[src/rtl/assert_macros.svh]
// Assertion helpers shared by the encoder modules.
`ifndef ASSERT_MACROS_SVH
`define ASSERT_MACROS_SVH
`ifndef SYNTHESIS
// Checked property, ignored while reset is held
`define GLE_ASSERT(lbl, clk, rst_n, prop) \
  lbl: assert property (@(posedge clk) disable iff (!rst_n) prop) \
    else $error("gif lzw encoder check failed");
// Checked property at every edge
`define GLE_ASSERT_ALWAYS(lbl, clk, prop) \
  lbl: assert property (@(posedge clk) prop) else $error("gif lzw encoder check failed");
`else
`define GLE_ASSERT(lbl, clk, rst_n, prop)
`define GLE_ASSERT_ALWAYS(lbl, clk, prop)
`endif
`endif

[src/rtl/gle_pkg.sv]
package gle_pkg;

  // Code and dictionary geometry
  localparam int CODE_W    = 12;
  localparam int DICT_SIZE = 4096;
  localparam int ROOT_N    = 256;
  localparam int ROOT_W    = 8;
  localparam int ACC_W     = 20;

  localparam logic [3:0] MAX_WIDTH = 4'd12;
  localparam logic [3:0] MCS_MIN   = 4'd2;
  localparam logic [3:0] MCS_MAX   = 4'd8;
  localparam logic [3:0] MCS_RESET = 4'd8;

  typedef logic [CODE_W-1:0] code_t;

  // One dictionary entry: suffix byte, next sibling link, first child link
  typedef struct packed {
    logic [7:0] suffix;
    code_t      sibling;
    code_t      child;
  } dict_word_t;

  // Command to the bit packer
  typedef struct packed {
    code_t      code;
    logic [3:0] width;
    logic       drop;   // discard pending bits before this code
    logic       flush;  // last code of the frame, pad out the final byte
  } pk_cmd_t;

  // Clamp the programmed minimum code size to its legal range
  function automatic logic [3:0] eff_mcs(input logic [3:0] raw);
    logic [3:0] m;
    m = raw;
    if (raw < MCS_MIN) begin
      m = MCS_MIN;
    end else if (raw > MCS_MAX) begin
      m = MCS_MAX;
    end
    return m;
  endfunction

endpackage

[src/rtl/gle_if.sv]


// Packed code byte output channel
interface gle_byte_if;
  logic       valid;
  logic       ready;
  logic [7:0] code_byte;
  logic       frame_end;
  modport source (output valid, code_byte, frame_end, input ready);
  modport sink (input valid, code_byte, frame_end, output ready);
endinterface


[src/rtl/gle_packer.sv]
`include "assert_macros.svh"

module gle_packer (
  input  logic              clk,
  input  logic              rst_n,
  input  logic              cmd_valid,
  output logic              cmd_ready,
  input  gle_pkg::pk_cmd_t  cmd,
  gle_byte_if.source        out_byte
);

  logic [gle_pkg::ACC_W-1:0] acc_r, acc_nxt;
  logic [4:0]                cnt_r, cnt_nxt;
  logic                      flush_r, flush_nxt;
  logic                      busy_r, busy_nxt;
  logic                      ob_valid_r, ob_valid_nxt;
  logic [7:0]                ob_byte_r, ob_byte_nxt;
  logic                      ob_end_r, ob_end_nxt;

  logic                      out_free;
  logic [3:0]                w;
  logic [gle_pkg::ACC_W-1:0] mask;
  logic [gle_pkg::ACC_W-1:0] base_acc;
  logic [4:0]                base_cnt;

  assign out_free  = !ob_valid_r || out_byte.ready;
  assign cmd_ready = !busy_r;

  // Code masking and alignment
  assign w        = (cmd.width > gle_pkg::MAX_WIDTH) ? gle_pkg::MAX_WIDTH : cmd.width;
  assign mask     = (gle_pkg::ACC_W'(1) << w) - gle_pkg::ACC_W'(1);
  assign base_acc = cmd.drop ? '0 : acc_r;
  assign base_cnt = cmd.drop ? '0 : cnt_r;

  // Append codes, then drain whole bytes one beat at a time
  always_comb begin
    acc_nxt      = acc_r;
    cnt_nxt      = cnt_r;
    flush_nxt    = flush_r;
    busy_nxt     = busy_r;
    ob_valid_nxt = ob_valid_r;
    ob_byte_nxt  = ob_byte_r;
    ob_end_nxt   = ob_end_r;
    if (ob_valid_r && out_byte.ready) begin
      ob_valid_nxt = 1'b0;
    end
    if (!busy_r) begin
      if (cmd_valid) begin
        acc_nxt   = base_acc | ((gle_pkg::ACC_W'(cmd.code) & mask) << base_cnt[2:0]);
        cnt_nxt   = base_cnt + 5'(w);
        flush_nxt = cmd.flush;
        busy_nxt  = 1'b1;
      end
    end else if (out_free) begin
      if (cnt_r >= 5'd8) begin
        ob_valid_nxt = 1'b1;
        ob_byte_nxt  = acc_r[7:0];
        ob_end_nxt   = flush_r && (cnt_r == 5'd8);
        acc_nxt      = acc_r >> 8;
        cnt_nxt      = cnt_r - 5'd8;
      end else if (flush_r && (cnt_r != 5'd0)) begin
        // partial last byte of the frame
        ob_valid_nxt = 1'b1;
        ob_byte_nxt  = acc_r[7:0];
        ob_end_nxt   = 1'b1;
        acc_nxt      = '0;
        cnt_nxt      = '0;
        flush_nxt    = 1'b0;
        busy_nxt     = 1'b0;
      end else begin
        busy_nxt  = 1'b0;
        flush_nxt = 1'b0;
        if (flush_r) begin
          acc_nxt = '0;
        end
      end
    end
  end

  always_ff @(posedge clk) begin
    if (!rst_n) begin
      acc_r      <= '0;
      cnt_r      <= '0;
      flush_r    <= 1'b0;
      busy_r     <= 1'b0;
      ob_valid_r <= 1'b0;
    end else begin
      acc_r      <= acc_nxt;
      cnt_r      <= cnt_nxt;
      flush_r    <= flush_nxt;
      busy_r     <= busy_nxt;
      ob_valid_r <= ob_valid_nxt;
    end
    ob_byte_r <= ob_byte_nxt;
    ob_end_r  <= ob_end_nxt;
  end

  assign out_byte.valid     = ob_valid_r;
  assign out_byte.code_byte = ob_byte_r;
  assign out_byte.frame_end = ob_end_r;

  // Checks
  `GLE_ASSERT(a_idle_partial, clk, rst_n, !busy_r |-> cnt_r < 5'd8)
  `GLE_ASSERT(a_cnt_bound, clk, rst_n, cnt_r < 5'd20)
  `GLE_ASSERT(a_flush_empties, clk, rst_n, (busy_r && out_free && flush_r && cnt_r != 5'd0 && cnt_r <= 5'd8) |=> cnt_r == 5'd0)

endmodule

[src/flat_wrapper.sv]
// flat-port wrapper written by rule: the top's interface ports become plain ports
module gle_packer_flat 
  (clk, rst_n, cmd_valid, cmd_ready, cmd, out_byte_valid, out_byte_code_byte, out_byte_frame_end, out_byte_ready);
  gle_byte_if out_byte_i ();
  input  logic clk;
  input  logic rst_n;
  input  logic cmd_valid;
  output logic cmd_ready;
  input  gle_pkg::pk_cmd_t cmd;
  output wire logic [$bits(out_byte_i.valid)-1:0] out_byte_valid;
  output wire logic [$bits(out_byte_i.code_byte)-1:0] out_byte_code_byte;
  output wire logic [$bits(out_byte_i.frame_end)-1:0] out_byte_frame_end;
  input wire logic [$bits(out_byte_i.ready)-1:0] out_byte_ready;
  assign out_byte_valid = out_byte_i.valid;
  assign out_byte_code_byte = out_byte_i.code_byte;
  assign out_byte_frame_end = out_byte_i.frame_end;
  assign out_byte_i.ready = out_byte_ready;
  gle_packer u_core (.clk(clk), .rst_n(rst_n), .cmd_valid(cmd_valid), .cmd_ready(cmd_ready), .cmd(cmd), .out_byte(out_byte_i));
endmodule
[config.mk]
export PLATFORM = sky130hd
export DESIGN_NAME = gle_packer_flat
export DESIGN_NICKNAME = d
export VERILOG_FILES = /design/src/rtl/gle_pkg.sv /design/src/rtl/gle_if.sv /design/src/rtl/gle_packer.sv /design/src/flat_wrapper.sv
export VERILOG_INCLUDE_DIRS = /design/src /design/src/rtl
export SDC_FILE = /design/constraint.sdc
export NUM_CORES = 1
export LEC_CHECK = 0
export BUFFER_PORTS_ARGS = -buffer_cell sky130_fd_sc_hd__buf_4
export CORE_MARGIN = 3
export CORE_UTILIZATION = 50
export DETAILED_ROUTE_END_ITERATION = 8
export PLACE_DENSITY_LB_ADDON = 0.12
export RECOVER_POWER = 25
export SYNTH_ARGS = -nofsm -noshare
export SYNTH_HDL_FRONTEND = slang
export SYNTH_SLANG_ARGS = --single-unit
[constraint.sdc]
create_clock -name clk -period 4.5 [get_ports clk]
set_clock_uncertainty 0.2 [all_clocks]
set_input_delay 0.9 -clock clk [delete_from_list [all_inputs] [get_ports clk]]
set_output_delay 0.9 -clock clk [all_outputs]
set_load 0.05 [all_outputs]
* Word level (Yosys, flattened, before mapping)
Cells that the tools add are included.
Widths: inputs -> output; s select.
** Storage, ports and cells
- Input bits :: 22
- Register bits after elaboration :: 37
** Operators by class
- $lt $le $gt $ge :: 2
- Reduce and logical (&&, ||, !) cells :: 13
- Bitwise gates (word level) :: 2
- Equal/unequal tests :: 5
- Shift operators :: 2
- Multiplexer cells :: 31
- $add $sub $neg :: 3
** Operators by type and width (count)
- $mux 20 :: 7
- $mux 5 :: 6
- $and 12x20->20 :: 1
- $or 20x20->20 :: 1
- $shl 1x4->20 const A :: 1
- $shl 20x3->20 :: 1
- $sub 20x2->20 const B :: 1
- $mux 8 :: 2
- $mux 1 :: 15
- $reduce_and 3->1 :: 4
- $add 5x4->5 :: 1
- $eq 5x4->1 const B :: 1
- $ge 5x4->1 const B :: 1
- $reduce_bool 5->1 :: 1
- $sub 5x4->5 const B :: 1
- $gt 4x4->1 const B :: 1
- $mux 4 :: 1
- $ne 2x2->1 const B :: 2
- $ne 4x3->1 const B :: 1
- $reduce_bool 2->1 :: 2
- $logic_and 1x1->1 :: 3
- $ne 3x3->1 const B :: 1
- $logic_not 1->1 :: 2
- $logic_or 1x1->1 :: 1

* Logic depth before layout (Yosys ltp)
Gate-level depths: netlist of run 1.
- Depth after elaboration :: 9
- Gate-level depth with buffers :: 12
- Depth with buffers taken out :: 10

* Worst setup path after synthesis of run 1
No wires, ideal clock.
- Path type :: in2reg
- Start point :: input port cmd[5] (netlist name)
- End point :: register u_core.acc_r[15] (netlist name)
- Data required time :: 4168 ps
- Data arrival time :: 3175 ps
- Stages on the path :: 10
- Setup time :: 132 ps
- Path slack :: 993 ps
- Cells stage by stage :: buf_6 or2_2 or3b_2 ha_1 buf_2 and2_1 a2111oi_2 o31ai_2 o211ai_1 a21oi_1
** Between the ends
- Word-level cells in the longest chain between the ends :: 9
** Ends and longest elaborated chain
- from (decl) :: line flat_wrapper.sv:9 : input gle_pkg::pk_cmd_t cmd;
- $gt 4x4->1 :: line gle_packer.sv:30 : assign w = (cmd.width > gle_pkg::MAX_WIDTH) ? gle_pkg::MAX_WIDTH : cmd.width;
- $mux 4 * :: line gle_packer.sv:30
- $shl 1x4->20 * :: line gle_packer.sv:31 : assign mask = (gle_pkg::ACC_W'(1) << w) - gle_pkg::ACC_W'(1);
- $sub 20x2->20 * :: line gle_packer.sv:31
- $and 12x20->20 * :: line gle_packer.sv:49 : acc_nxt = base_acc | ((gle_pkg::ACC_W'(cmd.code) & mask) << base_cnt[2:0]);
- $shl 20x3->20 * :: line gle_packer.sv:49
- $or 20x20->20 * :: line gle_packer.sv:49
- $mux 20 * :: line gle_packer.sv:48 : if (cmd_valid) begin
- $mux 20 * :: line gle_packer.sv:47 : if (!busy_r) begin
- to (signal assigned) :: line gle_packer.sv:88 : acc_r <= acc_nxt;
- to (decl) :: line gle_packer.sv:12 : logic [gle_pkg::ACC_W-1:0] acc_r, acc_nxt;
Every way passes the cells marked *; elsewhere a longest branch is shown, timed or not. The select of a mux whose other input is x is not followed.
A chain may end at the register's enable or synchronous reset.

* Worst setup path in the final report of run 1
- Start point :: input port cmd[5] (netlist name)
- End point :: register u_core.acc_r[13] (netlist name)
Same word-level chain as after synthesis.

==> reports/metrics.cfg, run 1 <==
[hold_path]
hp-class = reg2reg
whs_path_depth = 0

[clocking]
cts_tree = built
clockBufferDepth = 2
clk_latency_ps = 300
cts.htree.levels = 2
cts-hold-fix-buffers = 0
cts.sinks = 36
cts_buffers = 5
post_cts_buffers = 0
clk_pin_slew_ps = 80
cts_resized = 0
clock-root-buffer = clkbuf_8

[cells_and_area]
drive_gt1_share_pct = 17.8
post-route-util_pct = 59.5
fill_cells = 436
diodes = 0
multi_input_area_um2 = 1560
fin_nets = 348
seq_area_um2 = 811
syn_to_final_growth_pct = 12.7

[routing]
drt-initial-drc-count = 322
wl_um = 7400
ant_nets = 0
drtPass1Iterations = 5
viasPerCell = 6.58
vias = 2553
wl_per_cell_um = 19.1
drc = 0

[power]
clockPowerShare_pct = 33.6
switching_share_pct = 31.4
p_seq_share_pct = 42.9
p_per_area_nw_per_um2 = 298
combPwrFrac_pct = 23.5
cell_internal_pwr_w = 0.000591
ir_drop_uv = 200
p_leak_nw = 1.05
power.switching_w = 0.000270

[floorplanning]
die_height_um = 77.6
initial_core_util_pct = 52.8
dieArea_um2 = 6020
dieWidth_um = 77.6
io_pins = 33
rows = 25
core_area_um2 = 4850

[global_route]
grt_max_degree = 18
grt_pass1_wl_um = 11900
grt_overflow = 0
grt_pass1_vias = 2339
grt_usage_pct = 25.1
antenna_found_initial = 0

[critical_path]
cp_slowest_cell = a2111oi_2
path_class = in2reg
critPathMaxStageDelay_ps = 530
reg2regPathDepth = 8
cp_data_required_time_ps = 4470
cp-start-kind = input port
path_max_fanout = 17
crit_chain = buf_4, or2_2, or3b_2, ha_1, and2_1, a2111oi_2, o31ai_2, a22oi_1, o22ai_1
critical_path_arrival_ps = 3450
cp-end-kind = register

[logic_synthesis]
yosysUniqueCellTypes = 73
synth_fa_ha_area_share_pct = 3.22
seq_area_frac_synth_pct = 31.7
synth-edff-count = 9
syn_inst = 301
ys_ff_latch = 36
avgSynthCellArea_um2 = 8.51
synth_top_family_by_area = compound AO/OA/AOI/OAI gates
ys.flop_type = dfxtp_1
ys_warn_count = 0
post-synth-top-count-cell = nand2_1
synth_simple_gate_area_share_pct = 24.0
yosysTopAreaCellShare_pct = 21.1
synth_compound_area_share_pct = 31.1
synthTopCellsByArea = dfxtp_1, edfxtp_1, nand2_1, a21oi_1, nand3_1
syn_nets = 329
async_flop_share_pct = 0
syn-cell-area_um2 = 2560
synth-xor-area-share_pct = 1.03
synth.area.mux_share_pct = 1.56
synth_top_cell_by_area = dfxtp_1
synth_commonest_cells = nand2_1, dfxtp_1, a21oi_1, nor2_1, nand3_1

[sta]
finalSetupViolCount = 0
hold_violations = 0
period_share_pct = 77.3
worst_slew_pin_slew_ps = 1210
rsz0062_at_grt = no
slew-limit-headroom_pct = 19.0
final_max_slew_viol_count = 0
post-route-min-period_ps = 3480
tns_ps = 0
fmax_mhz = 288

[placement]
gp_congestion = 0.941
io_buffers = 32
dp_hpwl_um = 5300

[status]
outcome = finished, final reports clean

[job]
maxCapViolCount = 0

==> registers in the layout (all words and copies together) (netlist names) <==
signal                     flops
u_core.acc_r                  19
u_core.out_byte.code_byte      8
u_core.cnt_r                   5
u_core.busy_r                  1
u_core.flush_r                 1
u_core.out_byte.frame_end      1
u_core.out_byte.valid          1
==> layer usage <==
layer	vias up	wire [um]	GRT usage (%)
met5	-	0	0
met4	0	190	10.7
met3	22	552	5.22
met2	120	3480	39.0
met1	1211	3180	33.7
li1	1200	-	-
==> path summary, 6_finish.rpt <==
kind              slack [ps]            start                           end
setup / recovery        1020           cmd[5]              u_core.acc_r[13]
hold reg to reg          240  u_core.acc_r[7]  u_core.out_byte.code_byte[7]
setup reg to reg        1710  u_core.cnt_r[2]               u_core.cnt_r[4]
hold / removal           240  u_core.acc_r[7]  u_core.out_byte.code_byte[7]
==> power groups by stage <==
stage / logic (W) / clock network, W / registers [W]
6_report: 0.000202 / 0.000289 / 0.000369
5_1_grt: 0.000219 / 0.000312 / 0.000372
4_1_cts: 0.000200 / 0.000294 / 0.000369
3_5_place_dp: 0.000200 / 0 / 0.000376
3_3_place_gp: 0.000198 / 0 / 0.000376
2_1_floorplan: 0.000139 / 0 / 0.000377
==> critical path: cells and delay by family <==
| kind | cells | cell delay (ps) |
|---|---|---|
| and+or+nand+nor | 3 | 1050 |
| AOI/OAI and AO/OA | 4 | 970 |
| adders and majority gates | 1 | 330 |
| buffers and inverters | 1 | 180 |
==> metrics by stage <==
stage | cell area, um^2 | hold WS, ps | power, W | setup slack (ps) | cells
global placement | 2780 | 223 | 0.000574 | 772 | 380
CTS | 2890 | 236 | 0.000863 | 1040 | 388
finish | 2890 | 237 | 0.000861 | 1020 | 388
floorplan | 2560 | 209 | 0.000516 | 993 | 301
global route | 2890 | 250 | 0.000903 | 851 | 388
detailed placement | 2780 | 218 | 0.000576 | 716 | 380
==> final cells by class <==
type / instances / area share (%)
Sequential cell: 36 / 28.1
Multi-Input combinational cell: 227 / 54.1
Clock inverter: 3 / 1.47
Inverter: 13 / 1.69
Tap cell: 67 / 2.90
Clock buffer: 5 / 2.38
Timing Repair Buffer: 37 / 9.36
==> cells by family (layout without fill, tap and decap cells) <==
kind of cell | after synthesis | in the layout
flops | 36 | 36
xor+xnor | 3 | 3
fa+ha+maj | 6 | 6
simple gates | 107 | 107
compound gates | 107 | 107
buf+inv | 38 | 58
mux | 4 | 4
==> cell usage in the layout, fill, tap and decap left out, types with 3 or more instances in the layout <==
cell and count:
buf_4 35, nand2_1 28, a22o_1 3, clkbuf_8 5
o211ai_1 4, nor3_1 7, nor2_1 15, a31oi_1 7
nand3_1 14, o22ai_1 6, edfxtp_1 9, a32oi_1 4
o311ai_0 3, o21ai_0 11, a221oi_1 3, nor2b_1 8
mux2i_1 4, ha_1 5, inv_1 10, and2_1 6
o21a_1 5, a21o_1 3, dfxtp_1 27, a22oi_1 4
o31ai_1 4, nand2b_1 4, nand4_1 6, a21oi_1 18
clkinv_1 3
Power figures use the tool's default switching activity.
==> run 2, diff against run 1 <==
- clock period: 4.5 -> 3.3 ns (I/O delays scaled with it)
==> run 2 against run 1 <==
Net effect: flip-flop and latch count unchanged; sequential share of layout area down 0.71 points; utilization up 1.5 points; register-to-register slack worse by 950 ps; routed wire length up 0.54%; setup slack worse by 770 ps; total power up 37%; critical path type unchanged; critical endpoint is now u_core.acc_r[17].
==> reports/metrics.cfg, run 2 (same netlist as run 1, synthesis figures left out) <==
[clocking]
clk_latency_ps = 290  ; about the same
clock-root-buffer = clkbuf_8
cts_buffers = 5  ; unchanged
post_cts_buffers = 0  ; unchanged
clk_pin_slew_ps = 70  ; about the same
cts_resized = 0  ; unchanged
cts.sinks = 36  ; unchanged
cts_tree = built
clockBufferDepth = 2  ; unchanged
cts.htree.levels = 2  ; unchanged
cts-hold-fix-buffers = 0  ; unchanged

[hold_path]
whs_path_depth = 0  ; unchanged
hp-class = reg2reg

[global_route]
grt_overflow = 0  ; unchanged
antenna_found_initial = 0  ; unchanged
grt_pass1_vias = 2422  ; +3.5%
grt_pass1_wl_um = 11900  ; +0.52%
grt_usage_pct = 25.2  ; +0.074 points
grt_max_degree = 18  ; unchanged

[cells_and_area]
diodes = 0  ; unchanged
drive_gt1_share_pct = 19.9  ; +2.1 points
max_flop_register = u_core.acc_r
final_cell_mix = buf_4, nand2_1, dfxtp_1
fill_cells = 457  ; +4.8%
design_area_um2 = 2960  ; +2.6%
final_common_cell = buf_4
fin_nets = 359  ; +3.2%
syn_to_final_growth_pct = 15.6
largest_reg_flops = 19  ; unchanged
stdcell_count = 399  ; +2.8%

[critical_path]
reg2regPathDepth = 10  ; +2
path_max_fanout = 8  ; -9
path_class = in2reg
cp-start-kind = input port
path_common_cell = buf_4
cp-end-kind = register
crit_chain = buf_4, or2_2, or3b_2, ha_1, nor4b_2, a2111oi_2, buf_4, o31ai_2, nand4_1, a21oi_1
critical_path_arrival_ps = 3080  ; -370 ps
crit_family = simple AND/OR/NAND/NOR gates
r2r_slack_ps = 760  ; -950 ps
cp_slowest_cell = or3b_2
crit_buf_inv = 2  ; +1
cp_data_required_time_ps = 3330  ; -1140 ps
path_depth = 10  ; +1
critPathMaxStageDelay_ps = 480  ; -50 ps

[routing]
viasPerCell = 6.52  ; -0.97%
drc = 0  ; unchanged
wl_met2_um = 3520  ; +1.2%
wl_um = 7440  ; +0.54%
maxUsedRoutingLayer = met4
drtPass1Iterations = 5  ; unchanged
vias = 2600  ; +1.8%
m1WireLength_um = 3190  ; +0.28%
ant_nets = 0  ; unchanged
routed-wl-met3_um = 545  ; -1.3%
drt-initial-drc-count = 284  ; -12%
wl_per_cell_um = 18.6  ; -2.2%

[sta]
fin_ws_ps = 254  ; -768 ps
slew-limit-headroom_pct = 35.1  ; +16 points
final_max_slew_viol_count = 0  ; unchanged
fmax_mhz = 328
finalSetupViolCount = 0  ; unchanged
hold_violations = 0  ; unchanged
worst_slew_pin_slew_ps = 965  ; -249 ps
tns_ps = 0  ; unchanged
rsz0062_at_grt = no
period_share_pct = 92.3
post-route-min-period_ps = 3050

[placement]
dp_hpwl_um = 5410  ; +2.0%
gp_congestion = 0.923  ; -1.9%
place_area_um2 = 2870  ; +3.0%
place_ws_ps = -22.7  ; -738 ps
post-place-cells = 391  ; +2.9%
io_buffers = 32  ; unchanged

[floorplanning]
die_height_um = 77.6  ; unchanged
dieArea_um2 = 6020  ; unchanged
dieWidth_um = 77.6  ; unchanged
core_area_um2 = 4850  ; unchanged
rows = 25  ; unchanged
io_pins = 33  ; unchanged
initial_core_util_pct = 52.8  ; unchanged

[power]
p_leak_nw = 1.10  ; +4.2%
ir_drop_uv = 334  ; +67%
total_power_w = 0.00118  ; +37%
p_per_area_nw_per_um2 = 399  ; +34%

[job]
maxCapViolCount = 0  ; unchanged

[status]
outcome = finished, final reports clean

run 2: changes by cell type in the layout (fill, tap and decap cells not counted):
cell,previous run,this run
buf_4,35,44
clkbuf_1,2,4
run 2: area by class of cell:
type | count | area, um^2 | area share (%)
Clock inverter | 3 | 42.5 | 1.44
Sequential cell | 36 | 811 | 27.4
Multi-Input combinational cell | 227 | 1560 | 52.7
Clock buffer | 5 | 68.8 | 2.32
Inverter | 13 | 48.8 | 1.65
Timing Repair Buffer | 48 | 345 | 11.7
Tap cell | 67 | 83.8 | 2.83
run 2: path summary, 6_finish.rpt:
check,to,startpoint
worst min-delay path,u_core.out_byte.code_byte[7],u_core.acc_r[7]
worst max register to register,u_core.cnt_r[4],u_core.cnt_r[0]
worst min register to register,u_core.out_byte.code_byte[7],u_core.acc_r[7]
worst max-delay path,u_core.acc_r[17],cmd[5]
run 2: where the power goes:
part	internal (W)	switching (W)	total [W]
combinational	0.000113	0.000174	0.000287
sequential	0.000477	0.0000256	0.000503
clock	0.000224	0.000168	0.000392
total	0.000814	0.000368	0.00118
run 2: routing by layer:
layer  global-route usage [%]  vias to the layer above
met1                     33.6                     1216
met4                     10.7                        0
met2                     40.4                      140
met3                     3.83                       20
li1                         -                     1224
met5                        0                        -
run 2: stage by stage:
stage	util [%]	hold WS (ps)
4_1_cts	61.4	236
2_1_floorplan	-	209
5_1_grt	61.1	258
6_report	61.1	236
3_5_place_dp	59.1	227
3_3_place_gp	59.1	222
==> run 3, diff against run 2 <==
--- a/config.mk
+++ b/config.mk
@@ -8,4 +8,5 @@
 export LEC_CHECK = 0
 export BUFFER_PORTS_ARGS = -buffer_cell sky130_fd_sc_hd__buf_4
+export CAP_MARGIN = 20
 export CORE_MARGIN = 3
 export CORE_UTILIZATION = 50
==> constraint.sdc (replaced) <==
create_clock -name clk -period 3.1 [get_ports clk]
set_clock_uncertainty 0.2 [all_clocks]
set_input_delay 0.31 -clock clk [delete_from_list [all_inputs] [get_ports clk]]
set_output_delay 0.31 -clock clk [all_outputs]
set_load 0.05 [all_outputs]
==> run 3 against run 2 <==
Net effect: hold slack got worse by 61 ps; routed wire length up 1.5%; utilization grew 0.83 points; count of clock-buffer cells in the layout did not move; critical endpoint is now u_core.acc_r[12]; via count down 1.3%; register-to-register slack worse by 110 ps; flip-flop and latch count is the same; sequential power grew 5.8%.
==> reports/metrics.cfg, run 3 (same netlist as run 1, synthesis figures left out) <==
[floorplanning]
dieArea_um2 = 6020  ; unchanged
core_area_um2 = 4850  ; unchanged
dieWidth_um = 77.6  ; unchanged
initial_core_util_pct = 52.8  ; unchanged
rows = 25  ; unchanged
die_height_um = 77.6  ; unchanged
io_pins = 33  ; unchanged

[routing]
drtPass1Iterations = 5  ; unchanged
vias = 2565  ; -1.3%
drt-initial-drc-count = 287  ; +1.1%
drc = 0  ; unchanged
viasPerCell = 6.43  ; -1.3%
ant_nets = 0  ; unchanged
wl_per_cell_um = 18.9  ; +1.5%
wl_um = 7550  ; +1.5%

[critical_path]
cp-start-kind = input port
cp_slowest_cell = or3b_2
crit_chain = buf_4, or2_2, or3b_2, ha_1, nor4b_2, a2111oi_2, buf_4, nor4b_1, nand2_1, a311oi_1
path_class = in2reg
critical_path_arrival_ps = 2740  ; -340 ps
startpoint = cmd[5]
crit_family = simple AND/OR/NAND/NOR gates
crit_buf_inv = 2  ; unchanged
cp_data_required_time_ps = 3100  ; -230 ps
cp-end-kind = register
r2r-start = u_core.cnt_r[0]
critPathMaxStageDelay_ps = 470  ; about the same
path_common_cell = buf_4
path_max_fanout = 8  ; unchanged

[clocking]
clk_latency_ps = 290  ; about the same
cts_buffers = 5  ; unchanged
cts.htree.levels = 2  ; unchanged
clk_pin_slew_ps = 70  ; about the same
clockBufferDepth = 2  ; unchanged
cts.sinks = 36  ; unchanged
cts_tree = built
cts-hold-fix-buffers = 0  ; unchanged
post_cts_buffers = 0  ; unchanged
clock-root-buffer = clkbuf_8
cts_resized = 0  ; unchanged

[cells_and_area]
final_cell_mix = buf_4, nand2_1, dfxtp_1
max_flop_register = u_core.acc_r
stdcell_count = 399  ; unchanged
fin_nets = 359  ; unchanged
diodes = 0  ; unchanged
syn_to_final_growth_pct = 17.2
largest_reg_flops = 19  ; unchanged
final_common_cell = buf_4
drive_gt1_share_pct = 19.3  ; -0.60 points
fill_cells = 448  ; -2.0%

[placement]
io_buffers = 32  ; unchanged
gp_congestion = 0.930  ; +0.77%
post-place-cells = 391  ; unchanged
dp_hpwl_um = 5480  ; +1.2%

[power]
p_leak_nw = 1.12  ; +1.8%
p_per_area_nw_per_um2 = 473  ; +19%
ir_drop_uv = 374  ; +12%

[global_route]
grt_usage_pct = 26.5  ; +1.4 points
antenna_found_initial = 0  ; unchanged
grt_pass1_vias = 2482  ; +2.5%
grt_max_degree = 18  ; unchanged
grt_overflow = 0  ; unchanged
grt_pass1_wl_um = 12500  ; +5.0%

[sta]
fmax_mhz = 365
rsz0062_at_grt = no
post-route-min-period_ps = 2740
tns_ps = 0  ; unchanged
finalSetupViolCount = 0  ; unchanged
final_max_slew_viol_count = 0  ; unchanged
hold_violations = 0  ; unchanged
period_share_pct = 88.4
worst_slew_pin_slew_ps = 600  ; -365 ps
slew-limit-headroom_pct = 60.1  ; +25 points

[status]
outcome = finished, final reports clean

[job]
maxCapViolCount = 0  ; unchanged

[hold_path]
holdCritStartpoint = cmd[1]
hp-class = in2reg

-- run 3: cell count changes in the layout (fill, tap and decap cells not counted), sizes merged --
cell,previous run,this run
clkinv,4,3
bufinv,1,3
clkbuf,9,11
clkinvlp,1,0
buf,44,42
-- run 3: through the flow --
| stage | cell area, um^2 | setup slack, ps | hold slack, ps | power (W) | util, % |
|---|---|---|---|---|---|
| 2_1_floorplan | 2560 | 183 | 209 | 0.000749 | - |
| 3_3_place_gp | 2870 | 157 | 222 | 0.000845 | 59.1 |
| 3_5_place_dp | 2870 | 66.9 | 219 | 0.000850 | 59.1 |
| 4_1_cts | 3020 | 372 | 157 | 0.00143 | 62.4 |
| 5_1_grt | 3000 | 162 | 183 | 0.00149 | 61.9 |
| 6_report | 3000 | 360 | 175 | 0.00142 | 61.9 |
-- run 3: cell type report --
cell class                      count  area (um^2)  share of cell area [%]
Clock buffer                        5         68.8                    2.29
Clock inverter                      3         90.1                    3.00
Inverter                           13         48.8                    1.63
Multi-Input combinational cell    227         1560                    52.0
Sequential cell                    36          811                    27.0
Tap cell                           67         83.8                    2.79
Timing Repair Buffer               48          338                    11.3
-- run 3: metal layers --
metal  GRT usage [%]  share of wire (%)
met1            33.6                 43
met2            43.5                 47
met3            5.92                6.7
met4            11.0                3.2
met5               0                  0
-- run 3: worst paths after layout --
kind | to | slack [ps] | cells after the start
max | u_core.acc_r[12] | 360 | 10
min | u_core.acc_r[6] | 180 | 2
max reg2reg | u_core.cnt_r[4] | 650 | 10
min reg2reg | u_core.out_byte.code_byte[1] | 240 | 0
-- run 3: report_power, final --
| group | leakage, nW | internal [W] | switching (W) | total (W) |
|---|---|---|---|---|
| sequential | 0.302 | 0.000508 | 0.0000235 | 0.000532 |
| combinational | 0.737 | 0.000120 | 0.000190 | 0.000311 |
| clock | 0.0784 | 0.000402 | 0.000175 | 0.000577 |
